<file path="src/hw/rtl/cspg_pkg.sv">
`timescale 1ns / 1ps
`default_nettype none

package cspg_pkg;

    // Field and register widths
    localparam int COORD_BITS        = 16;
    localparam int TENSION_FRAC_BITS = 8;
    localparam int TENS_W            = 10;
    localparam int SUB_W             = 5;
    localparam int CFG_IDX_W         = 1;
    localparam int CFG_DATA_W        = 10;

    // Register indexes and reset values
    localparam logic [CFG_IDX_W-1:0] CFG_TENSION = 1'b0;
    localparam logic [CFG_IDX_W-1:0] CFG_SUBDIV  = 1'b1;
    localparam logic [TENS_W-1:0]    TENSION_RST = TENS_W'(128);
    localparam logic [SUB_W-1:0]     SUBDIV_RST  = SUB_W'(8);

    // Datapath widths
    localparam int E_W  = ((TENS_W > TENSION_FRAC_BITS) ? TENS_W : TENSION_FRAC_BITS) + 4;
    localparam int PR_W = E_W + COORD_BITS;
    localparam int A_W  = PR_W + 2;
    localparam int C_W  = 3 * SUB_W;
    localparam int P2_W = A_W + C_W + 1;
    localparam int N_W  = P2_W + 2;
    localparam int D_W  = TENSION_FRAC_BITS + C_W;
    localparam int DCNT_W = $clog2(N_W + 1);

    localparam logic signed [E_W-1:0] ONE = E_W'(1) << TENSION_FRAC_BITS;

    typedef enum logic [3:0] {
        DP_NOP,
        DP_CAPTURE,
        DP_PREP0,
        DP_PREP1,
        DP_MUL_E,
        DP_ADD_A,
        DP_MUL_C,
        DP_ADD_N,
        DP_DIV_GO,
        DP_STORE,
        DP_PUSH_SEG,
        DP_PUSH_END,
        DP_WIN_FILL,
        DP_WIN_SHIFT
    } t_dp_op;

    typedef struct packed {
        t_dp_op           op;
        logic             seg;
        logic             coord;
        logic [1:0]       k;
        logic [1:0]       i;
        logic [SUB_W-1:0] j;
        logic             eor;
    } t_dp_cmd;

    typedef struct packed {
        logic             div_done;
        logic             final_in;
        logic [SUB_W-1:0] subdiv;
    } t_dp_sts;

    // Cardinal basis entry (row k, column i), scaled by 2^TENSION_FRAC_BITS
    function automatic logic signed [E_W-1:0] cardinal_coef(
        input logic [1:0]        k,
        input logic [1:0]        i,
        input logic [TENS_W-1:0] t_in
    );
        logic signed [E_W-1:0] t;
        logic signed [E_W-1:0] e;
        t = $signed(E_W'(t_in));
        unique case ({k, i})
            4'h0:    e = -t;
            4'h1:    e = (ONE <<< 1) - t;
            4'h2:    e = t - (ONE <<< 1);
            4'h3:    e = t;
            4'h4:    e = t <<< 1;
            4'h5:    e = t - (ONE + (ONE <<< 1));
            4'h6:    e = (ONE + (ONE <<< 1)) - (t <<< 1);
            4'h7:    e = -t;
            4'h8:    e = -t;
            4'hA:    e = t;
            4'hD:    e = ONE;
            default: e = '0;
        endcase
        return e;
    endfunction

endpackage

`default_nettype wire

</file>
<file path="src/hw/rtl/cspg_in_if.sv">
`timescale 1ns / 1ps
`default_nettype none

interface cspg_in_if;
    logic                                   valid;
    logic                                   ready;
    logic signed [cspg_pkg::COORD_BITS-1:0] point_x;
    logic signed [cspg_pkg::COORD_BITS-1:0] point_y;
    logic                                   final_point;

    modport source (output valid, output point_x, output point_y, output final_point,
                    input ready);
    modport sink   (input valid, input point_x, input point_y, input final_point,
                    output ready);
endinterface

`default_nettype wire

</file>
<file path="src/hw/rtl/cspg_out_if.sv">
`timescale 1ns / 1ps
`default_nettype none

interface cspg_out_if;
    logic                                   valid;
    logic                                   ready;
    logic signed [cspg_pkg::COORD_BITS-1:0] curve_x;
    logic signed [cspg_pkg::COORD_BITS-1:0] curve_y;
    logic                                   end_of_run;
    logic                                   end_of_curve;

    modport source (output valid, output curve_x, output curve_y, output end_of_run,
                    output end_of_curve, input ready);
    modport sink   (input valid, input curve_x, input curve_y, input end_of_run,
                    input end_of_curve, output ready);
endinterface

`default_nettype wire

</file>
<file path="src/hw/rtl/cardinal_spline_point_generator_core.sv">
`timescale 1ns / 1ps
`default_nettype none
// Cardinal spline point generator.
// Control points enter on i_pts (valid/ready), one beat per point; final_point
// marks the last point of a curve. Curve points leave on o_crv, one beat each;
// end_of_run marks the last beat caused by an input point, end_of_curve the
// closing endpoint. Tension and subdivisions are written through the plain
// write port (index 0 tension, index 1 subdivisions); the user must write
// them only while the block is idle; nothing in the block enforces this.
// One point is worked on at a time: i_pts.ready is high only when the
// sequencer is idle. Each curve point is built by a multiply-add sequence
// and a one-bit-a-cycle divider for each coordinate. The last beat sits in
// an output register, so the next input point is taken while it waits. When
// o_crv.ready is low the sequencer finishes the next curve point and holds
// until the register frees.
// Reset restores tension 128, subdivisions 8 and an empty point window.
module cardinal_spline_point_generator_core (
    input  wire logic                               i_clk,
    input  wire logic                               i_rst_n,
    input  wire logic                               i_cfg_we,
    input  wire logic [cspg_pkg::CFG_IDX_W-1:0]     i_cfg_index,
    input  wire logic [cspg_pkg::CFG_DATA_W-1:0]    i_cfg_data,
    cspg_in_if.sink                                 i_pts,
    cspg_out_if.source                              o_crv
);
    import cspg_pkg::*;

    t_dp_cmd w_cmd;
    t_dp_sts w_sts;

    cspg_ctrl u_ctrl (
        .i_clk       (i_clk),
        .i_rst_n     (i_rst_n),
        .i_in_valid  (i_pts.valid),
        .o_in_ready  (i_pts.ready),
        .o_out_valid (o_crv.valid),
        .i_out_ready (o_crv.ready),
        .o_cmd       (w_cmd),
        .i_sts       (w_sts)
    );

    cspg_datapath u_dp (
        .i_clk          (i_clk),
        .i_rst_n        (i_rst_n),
        .i_cmd          (w_cmd),
        .o_sts          (w_sts),
        .i_cfg_we       (i_cfg_we),
        .i_cfg_index    (i_cfg_index),
        .i_cfg_data     (i_cfg_data),
        .i_point_x      (i_pts.point_x),
        .i_point_y      (i_pts.point_y),
        .i_final_point  (i_pts.final_point),
        .o_curve_x      (o_crv.curve_x),
        .o_curve_y      (o_crv.curve_y),
        .o_end_of_run   (o_crv.end_of_run),
        .o_end_of_curve (o_crv.end_of_curve)
    );

    // An accepted beat closes the input until the point is handled
    a_accept_closes: assert property (@(posedge i_clk) disable iff (!i_rst_n)
        (i_pts.valid && i_pts.ready) |=> !i_pts.ready)
        else $error("input still open after accepting a point");

    // The divider never finishes in the cycle after it starts
    a_div_latency: assert property (@(posedge i_clk) disable iff (!i_rst_n)
        (w_cmd.op == DP_DIV_GO) |=> !w_sts.div_done)
        else $error("divider done too early");

    // The closing endpoint is always the last beat of its run
    a_end_flags: assert property (@(posedge i_clk) disable iff (!i_rst_n)
        (o_crv.valid && o_crv.end_of_curve) |-> o_crv.end_of_run)
        else $error("end of curve without end of run");

endmodule

`default_nettype wire

</file>
<file path="src/hw/rtl/cspg_div.sv">
`timescale 1ns / 1ps
`default_nettype none

module cspg_div (
    input  wire logic                          i_clk,
    input  wire logic                          i_rst_n,
    input  wire logic                          i_start,
    input  wire logic [cspg_pkg::N_W-1:0]      i_dividend,
    input  wire logic [cspg_pkg::D_W-1:0]      i_divisor,
    output logic      [cspg_pkg::N_W-1:0]      o_quotient,
    output logic                               o_done
);
    import cspg_pkg::*;

    logic              r_busy;
    logic              r_done;
    logic [DCNT_W-1:0] r_cnt;
    logic [D_W-1:0]    r_rem;
    logic [N_W-1:0]    r_quo;
    logic [D_W-1:0]    r_div;

    logic [D_W:0] w_rem_sh;
    logic [D_W:0] w_diff;
    logic         w_ge;

    // One restoring step: shift in the next dividend bit, subtract if it fits
    always_comb begin
        w_rem_sh = {r_rem, r_quo[N_W-1]};
        w_diff   = w_rem_sh - {1'b0, r_div};
        w_ge     = (w_rem_sh >= {1'b0, r_div});
    end

    // Control: count the steps, pulse done after the last one
    always_ff @(posedge i_clk) begin
        if (!i_rst_n) begin
            r_busy <= 1'b0;
            r_done <= 1'b0;
            r_cnt  <= '0;
        end else begin
            r_done <= 1'b0;
            if (i_start) begin
                r_busy <= 1'b1;
                r_cnt  <= DCNT_W'(N_W - 1);
            end else if (r_busy) begin
                if (r_cnt == '0) begin
                    r_busy <= 1'b0;
                    r_done <= 1'b1;
                end else begin
                    r_cnt <= r_cnt - DCNT_W'(1);
                end
            end
        end
    end

    // Data: partial remainder and quotient shift register
    always_ff @(posedge i_clk) begin
        if (i_start) begin
            r_rem <= '0;
            r_quo <= i_dividend;
            r_div <= i_divisor;
        end else if (r_busy) begin
            r_rem <= w_ge ? w_diff[D_W-1:0] : w_rem_sh[D_W-1:0];
            r_quo <= {r_quo[N_W-2:0], w_ge};
        end
    end

    assign o_quotient = r_quo;
    assign o_done     = r_done;

endmodule

`default_nettype wire

</file>
<file path="src/hw/rtl/cspg_datapath.sv">
`timescale 1ns / 1ps
`default_nettype none

module cspg_datapath (
    input  wire logic                                  i_clk,
    input  wire logic                                  i_rst_n,
    input  wire cspg_pkg::t_dp_cmd                     i_cmd,
    output cspg_pkg::t_dp_sts                          o_sts,
    input  wire logic                                  i_cfg_we,
    input  wire logic [cspg_pkg::CFG_IDX_W-1:0]        i_cfg_index,
    input  wire logic [cspg_pkg::CFG_DATA_W-1:0]       i_cfg_data,
    input  wire logic signed [cspg_pkg::COORD_BITS-1:0] i_point_x,
    input  wire logic signed [cspg_pkg::COORD_BITS-1:0] i_point_y,
    input  wire logic                                  i_final_point,
    output logic signed [cspg_pkg::COORD_BITS-1:0]     o_curve_x,
    output logic signed [cspg_pkg::COORD_BITS-1:0]     o_curve_y,
    output logic                                       o_end_of_run,
    output logic                                       o_end_of_curve
);
    import cspg_pkg::*;

    localparam logic [N_W-1:0] POS_MAX = {{(N_W-COORD_BITS+1){1'b0}}, {(COORD_BITS-1){1'b1}}};
    localparam logic [N_W-1:0] NEG_MAG = POS_MAX + N_W'(1);

    // Configuration
    logic [TENS_W-1:0] r_tension;
    logic [SUB_W-1:0]  r_subdiv;

    // Window and captured point
    logic signed [COORD_BITS-1:0] r_wx [3];
    logic signed [COORD_BITS-1:0] r_wy [3];
    logic signed [COORD_BITS-1:0] r_ix;
    logic signed [COORD_BITS-1:0] r_iy;
    logic                         r_ifin;

    // Arithmetic
    logic [2*SUB_W-1:0]       r_jj;
    logic [2*SUB_W-1:0]       r_gg;
    logic [C_W-1:0]           r_c [4];
    logic signed [PR_W-1:0]   r_prod;
    logic signed [A_W-1:0]    r_a;
    logic signed [P2_W-1:0]   r_prod2;
    logic signed [N_W-1:0]    r_n;
    logic                     r_neg;
    logic signed [COORD_BITS-1:0] r_res_x;
    logic signed [COORD_BITS-1:0] r_res_y;

    // Output beat
    logic signed [COORD_BITS-1:0] r_ox;
    logic signed [COORD_BITS-1:0] r_oy;
    logic                         r_oeor;
    logic                         r_oeoc;

    logic signed [COORD_BITS-1:0] w_p;
    logic signed [E_W-1:0]        w_coef;
    logic [N_W-1:0]               w_mag;
    logic [N_W-1:0]               w_quo;
    logic                         w_div_done;
    logic signed [COORD_BITS-1:0] w_sat;
    logic [COORD_BITS-1:0]        w_negq;

    // Select the control point for this segment and coordinate
    always_comb begin
        logic signed [COORD_BITS-1:0] w0, w1, w2, pin;
        w0  = i_cmd.coord ? r_wy[0] : r_wx[0];
        w1  = i_cmd.coord ? r_wy[1] : r_wx[1];
        w2  = i_cmd.coord ? r_wy[2] : r_wx[2];
        pin = i_cmd.coord ? r_iy : r_ix;
        case ({i_cmd.seg, i_cmd.i})
            3'b000:  w_p = w0;
            3'b001:  w_p = w1;
            3'b010:  w_p = w2;
            3'b011:  w_p = pin;
            3'b100:  w_p = w1;
            3'b101:  w_p = w2;
            default: w_p = pin;
        endcase
    end

    assign w_coef = cardinal_coef(i_cmd.k, i_cmd.i, r_tension);
    assign w_mag  = r_n[N_W-1] ? N_W'(-r_n) : N_W'(r_n);

    cspg_div u_div (
        .i_clk      (i_clk),
        .i_rst_n    (i_rst_n),
        .i_start    (i_cmd.op == DP_DIV_GO),
        .i_dividend (w_mag),
        .i_divisor  ({r_c[3], {TENSION_FRAC_BITS{1'b0}}}),
        .o_quotient (w_quo),
        .o_done     (w_div_done)
    );

    // Apply the sign and clamp to the coordinate range
    always_comb begin
        w_negq = COORD_BITS'(-w_quo);
        if (r_neg) begin
            w_sat = (w_quo > NEG_MAG) ? $signed({1'b1, {(COORD_BITS-1){1'b0}}})
                                      : $signed(w_negq);
        end else begin
            w_sat = (w_quo > POS_MAX) ? $signed({1'b0, {(COORD_BITS-1){1'b1}}})
                                      : $signed(w_quo[COORD_BITS-1:0]);
        end
    end

    // Configuration registers
    always_ff @(posedge i_clk) begin
        if (!i_rst_n) begin
            r_tension <= TENSION_RST;
            r_subdiv  <= SUBDIV_RST;
        end else if (i_cfg_we) begin
            unique case (i_cfg_index)
                CFG_TENSION: r_tension <= i_cfg_data[TENS_W-1:0];
                CFG_SUBDIV:  r_subdiv  <= i_cfg_data[SUB_W-1:0];
                default:     ;
            endcase
        end
    end

    // Window shift
    always_ff @(posedge i_clk) begin
        if (!i_rst_n) begin
            r_wx <= '{default: '0};
            r_wy <= '{default: '0};
        end else if (i_cmd.op == DP_WIN_FILL) begin
            r_wx <= '{r_ix, r_ix, r_ix};
            r_wy <= '{r_iy, r_iy, r_iy};
        end else if (i_cmd.op == DP_WIN_SHIFT) begin
            r_wx <= '{r_wx[1], r_wx[2], r_ix};
            r_wy <= '{r_wy[1], r_wy[2], r_iy};
        end
    end

    // Arithmetic sequence, one step per command
    always_ff @(posedge i_clk) begin
        case (i_cmd.op)
            DP_CAPTURE: begin
                r_ix   <= i_point_x;
                r_iy   <= i_point_y;
                r_ifin <= i_final_point;
            end
            DP_PREP0: begin
                r_jj <= i_cmd.j * i_cmd.j;
                r_gg <= r_subdiv * r_subdiv;
                r_a  <= '0;
                r_n  <= '0;
            end
            DP_PREP1: begin
                r_c[0] <= C_W'(r_jj) * C_W'(i_cmd.j);
                r_c[1] <= C_W'(r_jj) * C_W'(r_subdiv);
                r_c[2] <= C_W'(r_gg) * C_W'(i_cmd.j);
                r_c[3] <= C_W'(r_gg) * C_W'(r_subdiv);
            end
            DP_MUL_E:  r_prod <= w_coef * w_p;
            DP_ADD_A:  r_a    <= r_a + A_W'(r_prod);
            DP_MUL_C: begin
                r_prod2 <= r_a * $signed({1'b0, r_c[i_cmd.k]});
                r_a     <= '0;
            end
            DP_ADD_N:  r_n <= r_n + N_W'(r_prod2);
            DP_DIV_GO: begin
                r_neg <= r_n[N_W-1];
                r_n   <= '0;
            end
            DP_STORE: begin
                if (i_cmd.coord) begin
                    r_res_y <= w_sat;
                end else begin
                    r_res_x <= w_sat;
                end
            end
            DP_PUSH_SEG: begin
                r_ox   <= r_res_x;
                r_oy   <= r_res_y;
                r_oeor <= i_cmd.eor;
                r_oeoc <= 1'b0;
            end
            DP_PUSH_END: begin
                r_ox   <= r_ix;
                r_oy   <= r_iy;
                r_oeor <= 1'b1;
                r_oeoc <= 1'b1;
            end
            default: ;
        endcase
    end

    assign o_sts.div_done = w_div_done;
    assign o_sts.final_in = r_ifin;
    assign o_sts.subdiv   = r_subdiv;

    assign o_curve_x      = r_ox;
    assign o_curve_y      = r_oy;
    assign o_end_of_run   = r_oeor;
    assign o_end_of_curve = r_oeoc;

endmodule

`default_nettype wire

</file>
<file path="src/hw/rtl/cspg_ctrl.sv">
`timescale 1ns / 1ps
`default_nettype none

module cspg_ctrl (
    input  wire logic                 i_clk,
    input  wire logic                 i_rst_n,
    input  wire logic                 i_in_valid,
    output logic                      o_in_ready,
    output logic                      o_out_valid,
    input  wire logic                 i_out_ready,
    output cspg_pkg::t_dp_cmd         o_cmd,
    input  wire cspg_pkg::t_dp_sts    i_sts
);
    import cspg_pkg::*;

    localparam logic [3:0] M_MUL_C = 4'd8;
    localparam logic [3:0] M_ADD_N = 4'd9;

    typedef enum logic [3:0] {
        S_IDLE,
        S_DECIDE,
        S_SEG,
        S_PREP0,
        S_PREP1,
        S_MAC,
        S_DIVGO,
        S_DIVWAIT,
        S_PUSH,
        S_END,
        S_WIN
    } t_state;

    t_state           r_state;
    logic             r_seg;
    logic             r_coord;
    logic [1:0]       r_k;
    logic [3:0]       r_m;
    logic [SUB_W-1:0] r_j;
    logic [1:0]       r_seen;
    logic             r_out_vld;

    logic w_space;
    logic w_last_j;
    logic w_emit;

    assign w_space  = !r_out_vld || i_out_ready;
    assign w_last_j = (r_j == i_sts.subdiv - SUB_W'(1));
    assign w_emit   = w_space && ((r_state == S_PUSH) || (r_state == S_END));

    // Commands to the datapath
    always_comb begin
        o_cmd.op    = DP_NOP;
        o_cmd.seg   = r_seg;
        o_cmd.coord = r_coord;
        o_cmd.k     = r_k;
        o_cmd.i     = r_m[2:1];
        o_cmd.j     = r_j;
        o_cmd.eor   = !r_seg && !i_sts.final_in && w_last_j;
        unique case (r_state)
            S_IDLE:    o_cmd.op = (i_in_valid) ? DP_CAPTURE : DP_NOP;
            S_PREP0:   o_cmd.op = DP_PREP0;
            S_PREP1:   o_cmd.op = DP_PREP1;
            S_MAC: begin
                case (r_m)
                    M_MUL_C: o_cmd.op = DP_MUL_C;
                    M_ADD_N: o_cmd.op = DP_ADD_N;
                    default: o_cmd.op = r_m[0] ? DP_ADD_A : DP_MUL_E;
                endcase
            end
            S_DIVGO:   o_cmd.op = DP_DIV_GO;
            S_DIVWAIT: o_cmd.op = i_sts.div_done ? DP_STORE : DP_NOP;
            S_PUSH:    o_cmd.op = w_space ? DP_PUSH_SEG : DP_NOP;
            S_END:     o_cmd.op = w_space ? DP_PUSH_END : DP_NOP;
            S_WIN:     o_cmd.op = (r_seen == 2'd0) ? DP_WIN_FILL : DP_WIN_SHIFT;
            default:   o_cmd.op = DP_NOP;
        endcase
    end

    // Sequencer
    always_ff @(posedge i_clk) begin
        if (!i_rst_n) begin
            r_state   <= S_IDLE;
            r_seg     <= 1'b0;
            r_coord   <= 1'b0;
            r_k       <= '0;
            r_m       <= '0;
            r_j       <= '0;
            r_seen    <= 2'd0;
            r_out_vld <= 1'b0;
        end else begin
            // Raise the output beat on a push, drop it once taken
            if (w_emit) begin
                r_out_vld <= 1'b1;
            end else if (i_out_ready) begin
                r_out_vld <= 1'b0;
            end
            unique case (r_state)
                S_IDLE: begin
                    if (i_in_valid) begin
                        r_state <= S_DECIDE;
                    end
                end
                S_DECIDE: begin
                    if (r_seen == 2'd2) begin
                        r_seg   <= 1'b0;
                        r_state <= S_SEG;
                    end else if (i_sts.final_in) begin
                        if (r_seen == 2'd1) begin
                            r_seg   <= 1'b1;
                            r_state <= S_SEG;
                        end else begin
                            r_state <= S_END;
                        end
                    end else begin
                        r_state <= S_WIN;
                    end
                end
                S_SEG: begin
                    r_j <= '0;
                    if (i_sts.subdiv == '0) begin
                        if (r_seg) begin
                            r_state <= S_END;
                        end else if (i_sts.final_in) begin
                            r_seg <= 1'b1;
                        end else begin
                            r_state <= S_WIN;
                        end
                    end else begin
                        r_state <= S_PREP0;
                    end
                end
                S_PREP0: r_state <= S_PREP1;
                S_PREP1: begin
                    r_coord <= 1'b0;
                    r_k     <= '0;
                    r_m     <= '0;
                    r_state <= S_MAC;
                end
                S_MAC: begin
                    if (r_m == M_ADD_N) begin
                        r_m <= '0;
                        r_k <= r_k + 2'd1;
                        if (r_k == 2'd3) begin
                            r_state <= S_DIVGO;
                        end
                    end else begin
                        r_m <= r_m + 4'd1;
                    end
                end
                S_DIVGO: r_state <= S_DIVWAIT;
                S_DIVWAIT: begin
                    if (i_sts.div_done) begin
                        if (r_coord) begin
                            r_state <= S_PUSH;
                        end else begin
                            r_coord <= 1'b1;
                            r_k     <= '0;
                            r_m     <= '0;
                            r_state <= S_MAC;
                        end
                    end
                end
                S_PUSH: begin
                    if (w_space) begin
                        if (!w_last_j) begin
                            r_j     <= r_j + SUB_W'(1);
                            r_state <= S_PREP0;
                        end else if (r_seg) begin
                            r_state <= S_END;
                        end else if (i_sts.final_in) begin
                            r_seg   <= 1'b1;
                            r_state <= S_SEG;
                        end else begin
                            r_state <= S_WIN;
                        end
                    end
                end
                S_END: begin
                    if (w_space) begin
                        r_seen  <= 2'd0;
                        r_state <= S_IDLE;
                    end
                end
                S_WIN: begin
                    r_seen  <= (r_seen == 2'd0) ? 2'd1 : 2'd2;
                    r_state <= S_IDLE;
                end
                default: r_state <= S_IDLE;
            endcase
        end
    end

    assign o_in_ready  = (r_state == S_IDLE);
    assign o_out_valid = r_out_vld;

endmodule

`default_nettype wire

</file>
<file path="src/flat_wrapper.sv">
// flat-port wrapper written by rule: the top's interface ports become plain ports
module cardinal_spline_point_generator_core_flat import cspg_pkg::*;
  (i_clk, i_rst_n, i_cfg_we, i_cfg_index, i_cfg_data, i_pts_valid, i_pts_point_x, i_pts_point_y, i_pts_final_point, i_pts_ready, o_crv_valid, o_crv_curve_x, o_crv_curve_y, o_crv_end_of_run, o_crv_end_of_curve, o_crv_ready);
  cspg_in_if i_pts_i ();
  cspg_out_if o_crv_i ();
  input  wire logic i_clk;
  input  wire logic i_rst_n;
  input  wire logic i_cfg_we;
  input  wire logic [cspg_pkg::CFG_IDX_W-1:0] i_cfg_index;
  input  wire logic [cspg_pkg::CFG_DATA_W-1:0] i_cfg_data;
  input wire logic [$bits(i_pts_i.valid)-1:0] i_pts_valid;
  input wire logic [$bits(i_pts_i.point_x)-1:0] i_pts_point_x;
  input wire logic [$bits(i_pts_i.point_y)-1:0] i_pts_point_y;
  input wire logic [$bits(i_pts_i.final_point)-1:0] i_pts_final_point;
  output wire logic [$bits(i_pts_i.ready)-1:0] i_pts_ready;
  output wire logic [$bits(o_crv_i.valid)-1:0] o_crv_valid;
  output wire logic [$bits(o_crv_i.curve_x)-1:0] o_crv_curve_x;
  output wire logic [$bits(o_crv_i.curve_y)-1:0] o_crv_curve_y;
  output wire logic [$bits(o_crv_i.end_of_run)-1:0] o_crv_end_of_run;
  output wire logic [$bits(o_crv_i.end_of_curve)-1:0] o_crv_end_of_curve;
  input wire logic [$bits(o_crv_i.ready)-1:0] o_crv_ready;
  assign i_pts_i.valid = i_pts_valid;
  assign i_pts_i.point_x = i_pts_point_x;
  assign i_pts_i.point_y = i_pts_point_y;
  assign i_pts_i.final_point = i_pts_final_point;
  assign i_pts_ready = i_pts_i.ready;
  assign o_crv_valid = o_crv_i.valid;
  assign o_crv_curve_x = o_crv_i.curve_x;
  assign o_crv_curve_y = o_crv_i.curve_y;
  assign o_crv_end_of_run = o_crv_i.end_of_run;
  assign o_crv_end_of_curve = o_crv_i.end_of_curve;
  assign o_crv_i.ready = o_crv_ready;
  cardinal_spline_point_generator_core u_core (.i_clk(i_clk), .i_rst_n(i_rst_n), .i_cfg_we(i_cfg_we), .i_cfg_index(i_cfg_index), .i_cfg_data(i_cfg_data), .i_pts(i_pts_i), .o_crv(o_crv_i));
endmodule
</file>
<file path="config.mk">
export PLATFORM = sky130hd
export DESIGN_NAME = cardinal_spline_point_generator_core_flat
export DESIGN_NICKNAME = d
export VERILOG_FILES = /design/src/hw/rtl/cspg_pkg.sv /design/src/hw/rtl/cspg_in_if.sv /design/src/hw/rtl/cspg_out_if.sv /design/src/hw/rtl/cardinal_spline_point_generator_core.sv /design/src/hw/rtl/cspg_div.sv /design/src/hw/rtl/cspg_datapath.sv /design/src/hw/rtl/cspg_ctrl.sv /design/src/flat_wrapper.sv
export SDC_FILE = /design/constraint.sdc
export NUM_CORES = 2
export LEC_CHECK = 0
export ABC_AREA = 1
export BUFFER_PORTS_ARGS = -buffer_cell sky130_fd_sc_hd__buf_2
export CORE_MARGIN = 2
export CORE_UTILIZATION = 35
export DETAILED_ROUTE_END_ITERATION = 10
export PLACE_DENSITY = 0.53
export SLEW_MARGIN = 20
export SYNTH_ARGS = -nofsm -noshare
export SYNTH_HDL_FRONTEND = slang
export SYNTH_SLANG_ARGS = --single-unit
</file>
<file path="constraint.sdc">
create_clock -name i_clk -period 9.05 [get_ports i_clk]
set_input_delay 2.715 -clock i_clk [delete_from_list [all_inputs] [get_ports i_clk]]
set_output_delay 2.715 -clock i_clk [all_outputs]
set_load 0.005 [all_outputs]
</file>
Word-level counts from Yosys, hierarchy flattened
Memories as Yosys holds them, arrays and structs flattened. A register that Yosys moved wholly into a read port is not among the register bits.
Index checks and enable logic that the tools add are counted.
- memories kept: 1
- output and inout bits: 36
- logic and storage cells: 259
- input bits: 49
- register bits: 492
- bits in writable memories: 60
- $add $sub $neg: 15
- multiply operators: 8
- reduce and logical (&&, ||, !) cells: 46
- eq/ne operators: 57
- order comparisons: 3
- bitwise operators: 5
- multiplexer cells: 86
- memory list (memory ; depth ; width ; read ports ; clocked after memory_dff ; wr ports ; line ; RTL):
    u_core.u_dp.r_c ; 4 ; 15 ; 2 ; 2 ; 4 ; cspg_datapath.sv:39 ; logic [C_W-1:0] r_c [4];
- operator list (kind ; number):
    $mux 48 ; 4
    $mux 50 ; 3
    $mux 16 ; 7
    $pmux 14 s8 ; 1
    $pmux 50 s2 ; 1
    $mux 4 ; 22
    $pmux 16 s2 ; 2
    $pmux 32 s2 ; 1
    $mul 10x5->15 ; 4
    $eq 4x4->1 const B ; 14
    $add 50x48->50 ; 1
    $gt 50x15->1 const B ; 1
    $gt 50x16->1 const B ; 1
    $neg 50->50 ; 1
    $eq 4x3->1 const B ; 12
    $mul 32x16->48 ; 1
    $pmux 16 s3 ; 1
    $pmux 4 s10 ; 1
    $pmux 4 s9 ; 1
    $add 32x30->32 ; 1
    $mul 14x16->30 ; 1
    $eq 4x2->1 const B ; 6
    $ge 24x23->1 ; 1
    $mux 23 ; 1
    other kinds (51) ; 131

Depth between registers and ports, before layout
- depth after elaboration: 7
- mapped depth: 34
- depth with buffers taken out: 33

Modules after synthesis
A second synthesis with hierarchy kept.
- cell total of the unflattened synthesis: 8677
- area total of the unflattened synthesis: 65974.5 sq um
- modules (own cells, without submodules) (module ; times used ; cells an instance ; area an instance (sq um) ; sequential area each (sq um)):
    cspg_datapath ; 1 ; 7640 ; 58552.4 ; 12371.9
    cspg_div ; 1 ; 790 ; 5849.4 ; 2812.7
    cspg_ctrl ; 1 ; 247 ; 1572.8 ; 400.4

Worst setup path before layout
Ideal clock, no wire load.
- path type: reg2reg
- start point: reg u_core.u_ctrl.r_k[0]
- end point: reg u_core.u_dp.r_prod[29] (data pin)
- buffers on the path: 1
- slack: 2.560 ns
- data arrival time: 6.237 ns
- library setup time: 0.253 ns
- required time: 8.797 ns
- clock period less this slack: 6.490 ns
- cell stages (with the launch flop): 29
- cells stage by stage: dfxtp_1 -> ha_1 -> inv_1 -> o21ai_1 -> nor2_4 -> inv_1 -> a21oi_1 -> o21ai_0 -> clkbuf_1 -> nand2_1 -> fa_1 -> inv_1 -> fa_1 -> fa_1 -> inv_1 -> fa_1 -> inv_1 -> fa_1 -> inv_1 -> fa_1 -> inv_1 -> ha_1 -> inv_1 -> nor3_1 -> nand2_1 -> o21bai_1 -> and2_1 -> nand3_1 -> nand2_1
- longest elaborated chain between the ends: 4
- elaborated cells between the ends (all ways): 15
- those cells by class: mul: 1; eq/ne: 10; mux: 1; reduce/logical: 3
- ends and longest elaborated chain (item ; line ; RTL):
    start: declaration ; cspg_ctrl.sv:36 ; logic [1:0] r_k;
    start signal: assignment ; cspg_ctrl.sv:142 ; r_k <= r_k + 2'd1;
    $eq 4x4->1 (tied with other cells) ; cspg_pkg.sv:74 ; unique case ({k, i})
    $reduce_or 3->1 (no line) / $reduce_or 2->1 (equally long branches) ; - ;
    $pmux 14 s8 (*) ; cspg_pkg.sv:74 ;
    $mul 14x16->30 (*) ; cspg_datapath.sv:153 ; DP_MUL_E: r_prod <= w_coef * w_p;
    end signal: assignment ; cspg_datapath.sv:153 ;
    end: declaration ; cspg_datapath.sv:40 ; logic signed [PR_W-1:0] r_prod;
Mark *: on every way between the ends. The rest lies on a longest branch, timed or not.
A chain may end at the register's enable or synchronous reset.

==> results.toml <==
[outcome]
status = "completed"

[hold_path]
min_from = "u_core.u_dp.u_div.r_rem[17]$_SDFFE_PP0P_"
holdCritPathClass = "reg -> reg"

[synth]
synth_common_cells = "nand2_1, inv_1, nor2_1, fa_1, ha_1"
ys.flop_type = "edfxtp_1"
syn-instance-count = 8555
synth_edf_count = 403
ys_warn_count = 0
postSynthAreaPerCell_sq_um = 7.59
synth_top_family_by_area = "adder cells"
synthArstFlopShare = 0
synth_compound_area_frac = 0.0747
netlist_area_sq_um = 65000
synth_top_area_cell = "fa_1"
yosys.area_share.adder = 0.315
yosys-top-cells-area = "fa_1, edfxtp_1, nand2_1"
synthMuxAreaShare = 0
ys_seq_elements = 567
synth_top_area_frac = 0.236
synthMostInstantiatedCell = "nand2_1"
synth-seq-area-share = 0.237
synth_simple_gate_area_frac = 0.231
synth_cell_types = 56
synth-xor-area-share = 0.0251

[cts]
cts_tree = "built"
clockRootBuffer = "clkbuf_16"
clk_pin_slew_ns = 0.06
clkSinkCount = 567
postCtsSetupRepairBufs = 0
htree_levels = 3
cts_buffers = 71
cts_resized = 0
holdBufCountCts = 0
clk_latency_ns = 0.72
cts_buffer_depth = 3

[setup_path]
setup.worst_path.start_class = "flip-flop"
path_class = "reg -> reg"
cp_max_fo = 18
cp.required_ns = 9.45
cp.arrival_ns = 8.61
end_kind = "flip-flop"

[power]
p_switching_mw = 11.5
p_seq_frac = 0.172
leakagePower_nw = 35.2
swShare = 0.525
power_density_nw_per_um2 = 310
clockPowerShare = 0.145
peakVddDrop_mv = 0.370
intPower_mw = 10.4
p_comb_frac = 0.683

[sta]
hold_viol_final = 0
skew_ns = 0.0529
worst_pin_slew_ns = 1.14
fin_ws_ns = 0.842
clock.fmax_mhz = 122
rsz0062_at_grt = "false"
max_slew_margin = 0.238
fin_crit_sh = 0.907
drv_slew = 0
layout_min_cycle_time_ns = 8.21
setup-tns-final_ns = 0
finalSetupViolCount = 0

[placement]
place_area_sq_um = 68100
dp_hpwl_um = 168000
gp_congestion = 0.928
port_buffers = 84
pre_cts_slack_ns = 0.927

[detailed_routing]
first_pass_iters = 6
via_per_inst = 4.91
drtAntennaViolNets = 0
vias = 54400
drtIter0Drc = 4226
finalWirelength_um = 207000
drc = 0
wire_per_inst_um = 18.7

[cells_and_area]
final_area_sq_um = 70700
multi_input_area_sq_um = 42000
nets = 9770
nFillCells = 19300
area_growth_pct = 8.83
drive_above_1_share = 0.0445
seqCellArea_sq_um = 15400

[floorplan]
row_count = 158
start_util = 0.351
die_width_um = 435
core-area_sq_um = 185000
die-area_sq_um = 189000
die_h_um = 435
ioPinCount = 85

[global_routing]
gr-usage-met1 = 0.306
overflow = 0
grt_max_degree = 99
grt_pass1_vias = 55100
grt_pass1_wl_um = 324000
antenna_found_initial = 17
grt_util_met2 = 0.357
grt.total_usage = 0.220
use_met3 = 0.0325
grt-busiest-layer = "met2"

[flow_run]
maxCapViolations = 0
[critical path, stage by stage, from the launching register on]
cell and delay [ns]:
dfxtp_1 0.60, clkinv_1 0.50, nand3_1 0.25, nand2_1 0.35, inv_1 0.81, buf_4 0.31
nand2_1 0.09, fa_1 0.52, fa_1 0.46, fa_1 0.63, fa_1 0.46, fa_1 0.54
inv_1 0.05, fa_1 0.47, ha_1 0.38, a21oi_1 0.27, o21ai_0 0.26, o21bai_1 0.28
nand2_1 0.12, a21oi_1 0.32, xnor2_1 0.20
[cells in the final DEF (no fill, tap or decap), drive strengths merged, types with 74 or more instances in the layout]
cell type     n
nand3       377
nand2      2295
a21oi       403
fa          766
dfxtp       164
inv        1750
o21ai       360
buf         162
ha          408
edfxtp      403
nor2        868
clkbuf       74
xor2        129
nand4       101
[layer usage]
metal  wire [um]  vias to the layer above
met1       94700                    26400
met2       94600                     1416
met3       12100                      262
met4        5810                        8
li1            -                    26300
met5          46                        -
[through the flow]
| stage | power (mW) | cells | util | hold WS (ns) |
|---|---|---|---|---|
| 2_1_floorplan | 13.9 | 8561 | - | 0.421 |
| 3_3_place_gp | 18.8 | 11000 | 0.368 | 0.457 |
| 3_5_place_dp | 18.7 | 11000 | 0.368 | 0.463 |
| 4_1_cts | 22.0 | 11100 | 0.383 | 0.473 |
| 5_1_grt | 24.1 | 11100 | 0.383 | 0.499 |
| 6_report | 21.9 | 11100 | 0.383 | 0.474 |
[power by group through the flow]
stage	registers, mW	clock network, mW	logic [mW]
4_1_cts	3.77	3.26	15.0
6_report	3.77	3.18	15.0
2_1_floorplan	3.71	0	10.2
3_3_place_gp	3.82	0	14.9
5_1_grt	3.78	3.35	17.0
3_5_place_dp	3.82	0	14.9
[cells by family after synthesis]
kind of cell	after synthesis
flip-flops	567
AND/OR/NAND/NOR	3729
XOR/XNOR	186
AO/OA/AOI/OAI	894
adder cells (fa/ha/maj)	1174
buffers and inverters	2003
other	2
[worst paths after layout]
check                                              to  slack [ns]  depth (start not counted)
max                 u_core.u_dp.r_prod2[31]$_DFFE_PP_        0.84                         20
max reg2reg         u_core.u_dp.r_prod2[31]$_DFFE_PP_        0.84                         20
min reg2reg  u_core.u_dp.u_div.r_rem[17]$_SDFFE_PP0P_        0.47                          2
min          u_core.u_dp.u_div.r_rem[17]$_SDFFE_PP0P_        0.47                          2
[layout make-up]
type / instances / area share
Clock buffer: 74 / 0.0253
Sequential cell: 567 / 0.218
Multi-Input combinational cell: 5991 / 0.594
Tap cell: 2480 / 0.0439
Timing Repair Buffer: 162 / 0.0142
Antenna cell: 1 / 0.0000354
Inverter: 1754 / 0.0932
Clock inverter: 57 / 0.0116
[flip-flops by register name, summed over array words and instances, names as in the netlist, 9 cells and up, named ones only]
signal	flops
u_core.u_dp.r_iy	16
u_core.u_dp.u_div.r_rem	23
u_core.u_dp.r_prod2	48
u_core.u_dp.r_prod	30
u_core.u_dp.r_res_x	16
u_core.u_dp.r_wx	48
u_core.u_dp.o_curve_x	16
u_core.u_dp.r_tension	10
u_core.u_dp.r_jj	9
u_core.u_dp.r_n	50
u_core.u_dp.r_ix	16
u_core.u_dp.u_div.r_div	15
u_core.u_dp.r_c	60
u_core.u_dp.r_wy	48
u_core.u_dp.r_gg	9
u_core.u_dp.u_div.o_quotient	50
u_core.u_dp.o_curve_y	16
u_core.u_dp.r_a	32
u_core.u_dp.r_res_y	16
Note: power is estimated with default switching activity, not from simulation.
